===== src/rtl/msd_pkg.sv =====
`timescale 1ns / 1ps
// ----------------------------------------------------------------------------
// Morse symbol decoder package
// Symbol codes, the letter and digit code table, and the job record passed
// from the front end to the output side.
// ----------------------------------------------------------------------------
package msd_pkg;

   localparam int MAX_CODE_LEN_DEF = 5;
   localparam int JOB_QUEUE_DEPTH  = 2;

   localparam logic [2:0] SYM_DOT        = 3'd0;
   localparam logic [2:0] SYM_DASH       = 3'd1;
   localparam logic [2:0] SYM_LETTER_GAP = 3'd2;
   localparam logic [2:0] SYM_WORD_GAP   = 3'd3;
   localparam logic [2:0] SYM_END        = 3'd4;

   localparam logic [6:0] ERROR_CHAR_RESET = 7'd35;
   localparam logic [6:0] SPACE_CHAR       = 7'd32;

   typedef struct packed {
      logic       char_valid;
      logic [6:0] char_code;
      logic       add_space;
   } job_type;

   typedef struct packed {
      logic [2:0] len;
      logic [4:0] bits;
      logic [6:0] ch;
   } entry_type;

   localparam int MORSE_ENTRIES = 36;

   // Code bits: first symbol most significant, dot 0, dash 1.
   localparam entry_type MORSE_TABLE [MORSE_ENTRIES] = '{
      '{3'd2, 5'd1,  7'd65}, '{3'd4, 5'd8,  7'd66}, '{3'd4, 5'd10, 7'd67},
      '{3'd3, 5'd4,  7'd68}, '{3'd1, 5'd0,  7'd69}, '{3'd4, 5'd2,  7'd70},
      '{3'd3, 5'd6,  7'd71}, '{3'd4, 5'd0,  7'd72}, '{3'd2, 5'd0,  7'd73},
      '{3'd4, 5'd7,  7'd74}, '{3'd3, 5'd5,  7'd75}, '{3'd4, 5'd4,  7'd76},
      '{3'd2, 5'd3,  7'd77}, '{3'd2, 5'd2,  7'd78}, '{3'd3, 5'd7,  7'd79},
      '{3'd4, 5'd6,  7'd80}, '{3'd4, 5'd13, 7'd81}, '{3'd3, 5'd2,  7'd82},
      '{3'd3, 5'd0,  7'd83}, '{3'd1, 5'd1,  7'd84}, '{3'd3, 5'd1,  7'd85},
      '{3'd4, 5'd1,  7'd86}, '{3'd3, 5'd3,  7'd87}, '{3'd4, 5'd9,  7'd88},
      '{3'd4, 5'd11, 7'd89}, '{3'd4, 5'd12, 7'd90},
      '{3'd5, 5'd15, 7'd49}, '{3'd5, 5'd7,  7'd50}, '{3'd5, 5'd3,  7'd51},
      '{3'd5, 5'd1,  7'd52}, '{3'd5, 5'd0,  7'd53}, '{3'd5, 5'd16, 7'd54},
      '{3'd5, 5'd24, 7'd55}, '{3'd5, 5'd28, 7'd56}, '{3'd5, 5'd30, 7'd57},
      '{3'd5, 5'd31, 7'd48}
   };

   // Returns {hit, character}.
   function automatic logic [7:0] morse_lookup(input logic [3:0] len,
                                               input logic [7:0] bits);
      logic [7:0] res;
      res = '0;
      for (int i = 0; i < MORSE_ENTRIES; i++) begin
         if ({1'b0, MORSE_TABLE[i].len} == len &&
             {3'b000, MORSE_TABLE[i].bits} == bits) begin
            res = {1'b1, MORSE_TABLE[i].ch};
         end
      end
      return res;
   endfunction

endpackage


===== src/rtl/msd_front.sv =====
`timescale 1ns / 1ps
// ----------------------------------------------------------------------------
// Morse decoder front end
// Accepts symbols, collects the current code, resolves it on a gap and
// pushes a job for the output side.
// ----------------------------------------------------------------------------
module msd_front #(
   parameter int MAX_CODE_LEN = msd_pkg::MAX_CODE_LEN_DEF
) (
   input  logic             clock,
   input  logic             reset,
   input  logic             req_valid,
   output logic             req_ready,
   input  logic [2:0]       req_symbol,
   input  logic             csr_wr_en,
   input  logic [6:0]       csr_wr_data,
   input  logic             queue_full,
   output logic             push,
   output msd_pkg::job_type push_job
);
   import msd_pkg::*;

   localparam int LEN_W = $clog2(MAX_CODE_LEN + 1);

   logic [MAX_CODE_LEN-1:0] code_bits_ff, code_bits_in;
   logic [LEN_W-1:0]        code_length_ff, code_length_in;
   logic                    error_seen_ff, error_seen_in;
   logic [6:0]              error_char_ff;
   logic                    accept;
   logic                    have_code;
   logic [7:0]              lookup;

   assign req_ready = !queue_full;
   assign accept    = req_valid && req_ready;
   assign have_code = (code_length_ff != '0) || error_seen_ff;
   assign lookup    = morse_lookup({{(4 - LEN_W){1'b0}}, code_length_ff},
                                   {{(8 - MAX_CODE_LEN){1'b0}}, code_bits_ff});

   always_comb begin
      code_bits_in        = code_bits_ff;
      code_length_in      = code_length_ff;
      error_seen_in       = error_seen_ff;
      push                = 1'b0;
      push_job.char_valid = have_code;
      push_job.char_code  = (error_seen_ff || !lookup[7]) ? error_char_ff : lookup[6:0];
      push_job.add_space  = (req_symbol == SYM_WORD_GAP);
      if (accept) begin
         unique case (req_symbol)
            SYM_DOT, SYM_DASH: begin
               if (code_length_ff < LEN_W'(MAX_CODE_LEN)) begin
                  code_bits_in   = {code_bits_ff[MAX_CODE_LEN-2:0], req_symbol[0]};
                  code_length_in = code_length_ff + 1'b1;
               end else begin
                  error_seen_in = 1'b1;
               end
            end
            SYM_LETTER_GAP, SYM_WORD_GAP, SYM_END: begin
               push           = have_code || push_job.add_space;
               code_bits_in   = '0;
               code_length_in = '0;
               error_seen_in  = 1'b0;
            end
            default: begin
            end
         endcase
      end
   end

   always_ff @(posedge clock) begin
      if (reset) begin
         code_bits_ff   <= '0;
         code_length_ff <= '0;
         error_seen_ff  <= 1'b0;
         error_char_ff  <= ERROR_CHAR_RESET;
      end else begin
         code_bits_ff   <= code_bits_in;
         code_length_ff <= code_length_in;
         error_seen_ff  <= error_seen_in;
         if (csr_wr_en) begin
            error_char_ff <= csr_wr_data;
         end
      end
   end

   a_error_at_full: assert property (@(posedge clock) disable iff (reset)
      error_seen_ff |-> (code_length_ff == LEN_W'(MAX_CODE_LEN)))
      else $error("overflow mark without a full code");

   a_length_bound: assert property (@(posedge clock) disable iff (reset)
      code_length_ff <= LEN_W'(MAX_CODE_LEN))
      else $error("code length beyond limit");

   a_clear_after_gap: assert property (@(posedge clock) disable iff (reset)
      (accept && (req_symbol == SYM_LETTER_GAP || req_symbol == SYM_WORD_GAP ||
                  req_symbol == SYM_END)) |=> (code_length_ff == '0 && !error_seen_ff))
      else $error("code not cleared after gap");

endmodule


===== src/rtl/msd_job_queue.sv =====
`timescale 1ns / 1ps
// ----------------------------------------------------------------------------
// Morse decoder job queue
// Short FIFO between the front end and the output side.
// ----------------------------------------------------------------------------
module msd_job_queue (
   input  logic             clock,
   input  logic             reset,
   input  logic             push,
   input  msd_pkg::job_type push_job,
   output logic             full,
   input  logic             pop,
   output logic             head_valid,
   output msd_pkg::job_type head_job
);
   import msd_pkg::*;

   localparam int PTR_W = (JOB_QUEUE_DEPTH > 1) ? $clog2(JOB_QUEUE_DEPTH) : 1;
   localparam int CNT_W = $clog2(JOB_QUEUE_DEPTH + 1);

   job_type           slots_ff [JOB_QUEUE_DEPTH];
   logic [PTR_W-1:0]  wr_ptr_ff, wr_ptr_in;
   logic [PTR_W-1:0]  rd_ptr_ff, rd_ptr_in;
   logic [CNT_W-1:0]  count_ff, count_in;

   assign full       = (count_ff == CNT_W'(JOB_QUEUE_DEPTH));
   assign head_valid = (count_ff != '0);
   assign head_job   = slots_ff[rd_ptr_ff];

   always_comb begin
      wr_ptr_in = wr_ptr_ff;
      rd_ptr_in = rd_ptr_ff;
      count_in  = count_ff;
      if (push) begin
         wr_ptr_in = (wr_ptr_ff == PTR_W'(JOB_QUEUE_DEPTH - 1)) ? '0 : wr_ptr_ff + 1'b1;
      end
      if (pop) begin
         rd_ptr_in = (rd_ptr_ff == PTR_W'(JOB_QUEUE_DEPTH - 1)) ? '0 : rd_ptr_ff + 1'b1;
      end
      priority if (push && !pop) begin
         count_in = count_ff + 1'b1;
      end else if (pop && !push) begin
         count_in = count_ff - 1'b1;
      end else begin
         count_in = count_ff;
      end
   end

   always_ff @(posedge clock) begin
      if (reset) begin
         wr_ptr_ff <= '0;
         rd_ptr_ff <= '0;
         count_ff  <= '0;
      end else begin
         wr_ptr_ff <= wr_ptr_in;
         rd_ptr_ff <= rd_ptr_in;
         count_ff  <= count_in;
      end
   end

   always_ff @(posedge clock) begin
      if (push) begin
         slots_ff[wr_ptr_ff] <= push_job;
      end
   end

   a_no_overflow: assert property (@(posedge clock) disable iff (reset)
      push |-> !full)
      else $error("push into full queue");

   a_no_underflow: assert property (@(posedge clock) disable iff (reset)
      pop |-> head_valid)
      else $error("pop from empty queue");

   a_count_bound: assert property (@(posedge clock) disable iff (reset)
      count_ff <= CNT_W'(JOB_QUEUE_DEPTH))
      else $error("queue count out of range");

endmodule


===== src/rtl/msd_back.sv =====
`timescale 1ns / 1ps
// ----------------------------------------------------------------------------
// Morse decoder output side
// Takes jobs from the queue and emits the character, then the space of a
// word gap, through a registered output stage.
// ----------------------------------------------------------------------------
module msd_back (
   input  logic             clock,
   input  logic             reset,
   input  logic             head_valid,
   input  msd_pkg::job_type head_job,
   output logic             pop,
   output logic             rsp_valid,
   input  logic             rsp_ready,
   output logic [6:0]       rsp_out_char,
   output logic             rsp_last_of_run
);
   import msd_pkg::*;

   logic       rsp_valid_ff, rsp_valid_in;
   logic [6:0] rsp_char_ff, rsp_char_in;
   logic       rsp_last_ff, rsp_last_in;
   logic       pending_space_ff, pending_space_in;
   logic       slot_free;

   assign slot_free       = !rsp_valid_ff || rsp_ready;
   assign rsp_valid       = rsp_valid_ff;
   assign rsp_out_char    = rsp_char_ff;
   assign rsp_last_of_run = rsp_last_ff;

   always_comb begin
      rsp_valid_in     = rsp_valid_ff && !rsp_ready;
      rsp_char_in      = rsp_char_ff;
      rsp_last_in      = rsp_last_ff;
      pending_space_in = pending_space_ff;
      pop              = 1'b0;
      if (slot_free) begin
         priority if (pending_space_ff) begin
            rsp_valid_in     = 1'b1;
            rsp_char_in      = SPACE_CHAR;
            rsp_last_in      = 1'b1;
            pending_space_in = 1'b0;
         end else if (head_valid) begin
            pop          = 1'b1;
            rsp_valid_in = 1'b1;
            if (head_job.char_valid) begin
               rsp_char_in      = head_job.char_code;
               rsp_last_in      = !head_job.add_space;
               pending_space_in = head_job.add_space;
            end else begin
               rsp_char_in = SPACE_CHAR;
               rsp_last_in = 1'b1;
            end
         end else begin
            rsp_valid_in = 1'b0;
         end
      end
   end

   always_ff @(posedge clock) begin
      if (reset) begin
         rsp_valid_ff     <= 1'b0;
         pending_space_ff <= 1'b0;
      end else begin
         rsp_valid_ff     <= rsp_valid_in;
         pending_space_ff <= pending_space_in;
      end
   end

   always_ff @(posedge clock) begin
      rsp_char_ff <= rsp_char_in;
      rsp_last_ff <= rsp_last_in;
   end

   a_pending_shown: assert property (@(posedge clock) disable iff (reset)
      pending_space_ff |-> (rsp_valid_ff && !rsp_last_ff))
      else $error("pending space without its character on the output");

   a_no_pop_while_pending: assert property (@(posedge clock) disable iff (reset)
      pending_space_ff |-> !pop)
      else $error("job taken before space was sent");

   a_space_follows: assert property (@(posedge clock) disable iff (reset)
      (pending_space_ff && rsp_ready) |=>
         (rsp_valid_ff && rsp_last_ff && rsp_char_ff == SPACE_CHAR))
      else $error("space did not follow its character");

endmodule


===== src/rtl/morse_symbol_decoder_unit.sv =====
`timescale 1ns / 1ps
// ----------------------------------------------------------------------------
// Morse symbol decoder
// Decodes dot, dash, letter gap, word gap and end of message symbols into
// uppercase ASCII letters and digits.
//
// req channel: one symbol per item (0 dot, 1 dash, 2 letter gap, 3 word gap,
// 4 end of message; 5 to 7 are ignored). An item is taken every cycle while
// the two-entry job queue has room.
// rsp channel: out_char and last_of_run. A letter gap or end of message with
// a held code gives one result; a word gap gives the character (if any code
// is held) and then a space. Codes that match no letter or digit, or that
// overflow the code length, give the csr error character (reset '#').
// A result goes through the job queue and then the output register after its
// closing symbol is taken. Throughput: one symbol per cycle in while the queue
// has room, one result per cycle out while the receiver is ready.
// When the receiver stalls, results wait in the output register and the job
// queue fills; req_ready drops once the queue is full.
// Reset clears the held code, the queue and the output, and sets the error
// character to '#'.
// ----------------------------------------------------------------------------
module morse_symbol_decoder_unit #(
   parameter int MAX_CODE_LEN = msd_pkg::MAX_CODE_LEN_DEF
) (
   input  logic       clock,
   input  logic       reset,
   input  logic       req_valid,
   output logic       req_ready,
   input  logic [2:0] req_symbol,
   output logic       rsp_valid,
   input  logic       rsp_ready,
   output logic [6:0] rsp_out_char,
   output logic       rsp_last_of_run,
   input  logic       csr_wr_en,
   input  logic [6:0] csr_wr_data
);
   import msd_pkg::*;

   job_type push_job;
   job_type head_job;
   logic    push;
   logic    pop;
   logic    queue_full;
   logic    head_valid;

   msd_front #(
      .MAX_CODE_LEN(MAX_CODE_LEN)
   ) u_front (
      .clock      (clock),
      .reset      (reset),
      .req_valid  (req_valid),
      .req_ready  (req_ready),
      .req_symbol (req_symbol),
      .csr_wr_en  (csr_wr_en),
      .csr_wr_data(csr_wr_data),
      .queue_full (queue_full),
      .push       (push),
      .push_job   (push_job)
   );

   msd_job_queue u_queue (
      .clock     (clock),
      .reset     (reset),
      .push      (push),
      .push_job  (push_job),
      .full      (queue_full),
      .pop       (pop),
      .head_valid(head_valid),
      .head_job  (head_job)
   );

   msd_back u_back (
      .clock          (clock),
      .reset          (reset),
      .head_valid     (head_valid),
      .head_job       (head_job),
      .pop            (pop),
      .rsp_valid      (rsp_valid),
      .rsp_ready      (rsp_ready),
      .rsp_out_char   (rsp_out_char),
      .rsp_last_of_run(rsp_last_of_run)
   );

endmodule


===== config.mk =====
export PLATFORM = sky130hd
export DESIGN_NAME = morse_symbol_decoder_unit
export DESIGN_NICKNAME = d
export VERILOG_FILES = /design/src/rtl/msd_pkg.sv /design/src/rtl/msd_front.sv /design/src/rtl/msd_job_queue.sv /design/src/rtl/msd_back.sv /design/src/rtl/morse_symbol_decoder_unit.sv
export SDC_FILE = /design/constraint.sdc
export NUM_CORES = 1
export LEC_CHECK = 0
export ABC_AREA = 1
export ABC_CLOCK_PERIOD_IN_PS = 5300
export BUFFER_PORTS_ARGS = -buffer_cell sky130_fd_sc_hd__buf_2
export CAP_MARGIN = 20
export CORE_MARGIN = 1
export CORE_UTILIZATION = 60
export DETAILED_ROUTE_END_ITERATION = 8
export PLACE_DENSITY = 0.93
export SETUP_SLACK_MARGIN = 0.05
export SYNTH_ARGS = -nofsm -noshare
export SYNTH_HDL_FRONTEND = slang
export SYNTH_SLANG_ARGS = --single-unit

===== constraint.sdc =====
create_clock -name clock -period 5.3 [get_ports clock]
set_input_delay 0.265 -clock clock [delete_from_list [all_inputs] [get_ports clock]]
set_output_delay 0.265 -clock clock [all_outputs]
set_load 0.02 [all_outputs]

# Yosys cells after proc, flatten, opt, wreduce, memory -nomap -nowiden
# Memory sizes are Yosys's and may differ from the RTL's. A register that Yosys moved wholly into a read port is not among the register bits.
# Cells that the tools add are included.
word_totals:
  ff_bits: 30
  mem_bits_rw: 18
  mem_count: 1
memory_table:
  columns: ["name", "words", "width", "read_ports", "rd_ports_with_merged_regs", "write_ports", "line", "rtl"]
  rows:
  - ["u_queue.slots_ff", 2, 9, 1, 1, 1, "msd_job_queue.sv:21", "job_type slots_ff [JOB_QUEUE_DEPTH];"]
op_classes:
  n_addsub: 5
  n_lt_le_gt_ge: 1
  n_eq_ne: 31
  muxes: 65
  reduce_logical: 63
ops:
  columns: ["operator", "count"]
  rows:
  - ["$mux 8", 36]
  - ["$logic_and 1x1->1", 40]
  - ["$eq 4x5->1 const A", 7]
  - ["$eq 5x5->1 const A", 5]
  - ["$mux 7", 3]
  - ["$eq 3x5->1 const A", 4]
  - ["$mux 1", 19]
  - ["$eq 2x5->1 const A", 2]
  - ["$pmux 5 s2", 1]
  - ["$reduce_bool 2->1", 4]
  - ["$logic_not 1->1", 7]
  - ["$eq 2x3->1 const A", 2]
  - ["$eq 3x2->1 const B", 2]
  - ["$eq 3x3->1 const A", 2]
  - ["$pmux 3 s2", 1]
  - ["$reduce_and 3->1", 2]
  - ["$eq 1x5->1 const A", 1]
  - ["$logic_not 5->1", 1]
  - ["$mux 5", 1]
  - ["$logic_or 1x1->1", 4]
  - ["$mux 2", 2]
  - ["$add 3x1->3 const B", 1]
  - ["$eq 1x3->1 const A", 1]
  - ["$eq 3x1->1 const B", 1]
  - ["15 further kinds", 16]

# Logic depth before layout (Yosys ltp)
logic_depth:
  word_depth: 41
  depth_mapped: 20

# By module
# A second synthesis with hierarchy kept.
hier_totals:
  hier_cells: 348
  hier_area_um2: 2753.9
by_module_without_submodules:
  columns: ["mod", "instances", "cells_each", "area_each_um2", "seq_area_each_um2"]
  rows:
  - ["msd_front", 1, 248, 1421.4, 320.3]
  - ["msd_job_queue", 1, 61, 915.9, 640.6]
  - ["msd_back", 1, 39, 416.6, 280.3]

# Worst setup path before layout
# No wires, ideal clock.
synth_timing:
  path_type: "register to register"
  from: "register u_front.code_length_ff[0]"
  to: "memory u_queue.slots_ff[0][3] in the netlist's numbering, data pin"
  arrival_ns: 1.886
  setup_slack_ns: 3.157
  stages_incl_launch_ff: 14
  path_buffers: 0
  cell_sequence: "dfxtp_1 > ha_1 > ha_1 > inv_1 > nor2_2 > nand2_2 > o21ai_1 > a311oi_2 > nand4_1 > nor2_2 > nand3_2 > nand2_4 > a21oi_1 > a21o_1"
synth_lines:
  columns: ["element", "line", "rtl"]
  rows:
  - ["start: declaration", "msd_front.sv:26", "logic [LEN_W-1:0] code_length_ff, code_length_in;"]
  - ["start signal: assignment", "msd_front.sv:77", "code_length_ff <= code_length_in;"]
  - ["end: declaration", "msd_job_queue.sv:21", null]

==> summary.md <==
| Metric | Value |
|---|---|
| Status | complete, no violations |
| Share of the synthesized area in the top cell type | 0.296 |
| Clock Pin Slew Worst Setup and Hold Paths | 0.08 ns |
| Comb power frac | 0.273 |
| Final Hold Violating Endpoints | 0 |
| Routed Antenna Nets | 0 |
| Root Buffer | clkbuf_8 |
| Hold Path Depth | 3 |
| Static Leak | 1.30 nW |
| Req. time, crit path | 5.34 ns |
| Synth-to-Final Area Change | 10.4% |
| Synth Instances | 346 |
| H-tree depth | 2 |
| Critical path's slowest cell | dfxtp_1 |
| Element type at the critical path end | flop |
| Wire per inst | 14.9 microns |
| Minimum clock period | 2.60 ns |
| Critical path class | reg2reg |
| Initial antenna violation count | 0 |
| Hold_ws | 0.178 ns |
| Min-Delay Path Class | in2reg |
| Seq pwr share | 0.483 |
| Clk pwr share | 0.244 |
| Area occupied by multi-input gates | 0.00117 sq mm |
| Crit-path cells | inv_1, ha_1, nand2_1, nor2_1, inv_1, nor3_1, nor2_1, nand2_1, nor2_2, nand4_1, inv_2, nand3_2, nand2_4, inv_2, nor2_1, a31oi_1 |
| Avg Inst Size Synth | 7.63 sq um |
| Clock Tree Buf Depth | 2 |
| Mapped cell area | 0.00264 sq mm |
| Total of max-cap violations | 0 |
| First drt pass iteration count | 8 |
| Final Setup Violations | 0 |
| # hold bufs at CTS | 0 |
| Total power | 1.06 mW |
| FF+latch count, synth | 49 |
| Reg2reg start | u_front.code_length_ff[0]$_SDFFE_PP0P_ |
| Reg2reg path depth | 16 |
| Pin count of the biggest net entering global routing | 15 |
| Placed inst area | 0.00281 sq mm |
| Synth warn | 0 |
| CP peak stage delay | 0.42 ns |
| Chip height | 68.3 microns |
| Hold EP | u_front.error_char_ff[0]$_SDFFE_PP1P_ |
| Cell mode on critical path | nor2_1 |
| # DRC | 0 |
| Total congestion overflow | 0 |
| Die width | 68.3 microns |
| Finished Layout Cells | 424 |
| P_int | 0.705 mW |
| Switching power of the nets | 0.356 mW |
| Vias in the first global route | 2341 |
| Fill count | 289 |
| Final setup TNS | 0 ns |
| Max Fclk | 0.385 GHz |
| CTS tree | yes |
| Clk_skew | 0.00377 ns |
| Vias | 2487 |
| Vias/cell | 5.87 |
| Worst setup SP type | flop |
| Buf/Inv on CP | 4 |
| CP arrival | 2.63 ns |
| Design area | 0.00291 sq mm |
| Core area | 0.00412 sq mm |
| Final Slew Violations | 0 |
| Cell Rows | 23 |
| Post-CTS Setup Inserts | 0 |
| Worst reg2reg setup slack | 2.70 ns |
| Resize count post-CTS | 0 |
| Clock Latency Late Sink | 0.30 ns |
| Dpl cells | 416 |
| Clk sinks | 49 |
| Share of layout cells above drive strength 1 | 0.160 |
| Yosys cell types | 33 |
| Final-stage net count | 394 |
| Worst rel slew slack | 0.442 |
| Top cells by area, synth | edfxtp_1, dfxtp_1, nand2_1, inv_1, nor2_1 |
| DP HPWL | 4440 microns |
| RSZ-0062 raised after global routing | no |
| DR iter-0 viols | 211 |
| Register area | 0.00124 sq mm |
| GP Congestion | 1.11 |
| First-pass GRT wire length | 10300 microns |
| I/O Buffers | 24 |
| Biggest area consumer among synthesized cells | edfxtp_1 |
| FF-to-FF End | u_queue.slots_ff[0][5]$_DFFE_PP_ |
| Worst vdd ir | 0.164 mV |
| WL final | 6340 microns |
| Final Cycle Share | 0.490 |
| Maximum fanout along the worst path | 9 |
| Die area | 0.00467 sq mm |
| Net switching fraction of the power | 0.335 |
| CP top delay family | simple AND/OR/NAND/NOR gates |
| Num CTS Buffers | 5 |
| Mapped Nets | 367 |
| Total global routing track utilization | 0.298 |
| Sequential area share after synthesis | 0.470 |
| Hold Crit Start | csr_wr_data[0] |
| Slew @ Worst Pin | 0.834 ns |
| Antenna diodes | 0 |
| I/O pin count | 25 |
| Starting Density | 0.642 |
| Pwr Density | 364 mW/mm^2 |
## logic make-up after synthesis
logic type               Yosys count  synth area share
XOR/XNOR                           1           0.00332
buffers and inverters             62            0.0882
AO/OA/AOI/OAI                     57             0.125
multiplexers                       1           0.00379
flip-flops                        49             0.470
adder cells (fa/ha/maj)            6            0.0284
AND/OR/NAND/NOR                  170             0.282
## metal layers
metal,GRT usage,vias up,part of all wire
met1,0.335,1139,0.39
met5,0,-,0
met3,0.0633,27,0.074
met2,0.536,134,0.50
li1,-,1187,-
met4,0.130,0,0.033
## placed cells by master, fill, tap and decap left out, types with 2 or more instances in the layout
cell	instances
nand2_1	78
inv_1	47
nor2_1	45
edfxtp_1	26
buf_2	24
a21oi_1	23
dfxtp_1	23
o21ai_0	19
nand3_1	17
inv_2	11
nor2_2	10
nand4_1	6
ha_1	6
nor3_1	5
clkbuf_8	5
o21ai_1	4
nand2_2	3
nand3_2	2
a31oi_1	2
## cell usage after synthesis
library cell  count
a21oi_1          23
nor3_1            5
a41oi_1           1
inv_1            47
edfxtp_1         26
o21ai_1           4
o32ai_1           1
nand3b_1          1
dfxtp_1          23
xor2_1            1
a221oi_1          1
a311oi_2          1
a31o_2            1
mux2i_1           1
a21o_1            1
nor2_2           10
o31ai_1           1
ha_1              6
nor3b_1           1
inv_2            11
a31oi_1           2
clkbuf_1          4
or3_1             1
nand2_4           1
nand2_1          78
o21ai_0          19
nand2_2           3
nand3_2           2
o41ai_1           1
nand3_1          17
a211oi_2          1
nand4_1           6
nor2_1           45
## through the flow
step           utilization  setup WS [ns]
4_1_cts              0.708           2.80
2_1_floorplan            -           3.16
5_1_grt              0.708           2.55
6_report             0.708           2.70
3_5_place_dp         0.682           2.87
3_3_place_gp         0.682           3.02
## power by group through the flow
stage | sequential, mW | combinational (mW) | clock, mW
CTS | 0.512 | 0.287 | 0.258
floorplan | 0.550 | 0.167 | 0
detailed placement | 0.520 | 0.278 | 0
global route | 0.523 | 0.321 | 0.271
global placement | 0.515 | 0.262 | 0
finish | 0.512 | 0.290 | 0.259
## worst min-delay path, cell delays in order
cell	delay, ns
buf_2	0.07
nand2_1	0.04
nand3_1	0.07
## worst max path at each step
stage | startpoint | endpoint | slack (ns) | cells past startpoint
2_1_floorplan | u_front.code_length_ff[0]$_SDFFE_PP0P_ | u_queue.slots_ff[0][3]$_DFFE_PP_ | 3.16 | 13
3_3_place_gp | u_front.code_length_ff[0]$_SDFFE_PP0P_ | u_queue.slots_ff[0][5]$_DFFE_PP_ | 3.02 | 14
3_5_place_dp | u_front.code_length_ff[0]$_SDFFE_PP0P_ | u_queue.slots_ff[0][3]$_DFFE_PP_ | 2.87 | 15
4_1_cts | u_front.code_length_ff[0]$_SDFFE_PP0P_ | u_queue.slots_ff[0][5]$_DFFE_PP_ | 2.80 | 16
5_1_grt | u_front.code_length_ff[0]$_SDFFE_PP0P_ | u_queue.slots_ff[0][5]$_DFFE_PP_ | 2.55 | 16
6_report | u_front.code_length_ff[0]$_SDFFE_PP0P_ | u_queue.slots_ff[0][5]$_DFFE_PP_ | 2.70 | 16
## registers in the layout (all words and copies together), names as in the netlist, named ones only
name                     count
u_front.error_seen_ff        1
u_front.code_length_ff       3
u_front.code_bits_ff         5
u_back.pending_space_ff      1
u_queue.rd_ptr_ff            1
u_queue.wr_ptr_ff            1
u_back.rsp_last_of_run       1
u_back.rsp_out_char          7
u_queue.slots_ff            18
u_front.error_char_ff        7
u_queue.count_ff             2
u_back.rsp_valid             1
## area by class of cell
class                           instances  area share
Sequential cell                        49       0.426
Clock inverter                          2      0.0116
Timing Repair Buffer                   24      0.0412
Clock buffer                            6      0.0249
Inverter                               58      0.0747
Multi-Input combinational cell        235       0.400
Tap cell                               50      0.0215
Note: power is estimated with default switching activity, not from simulation.
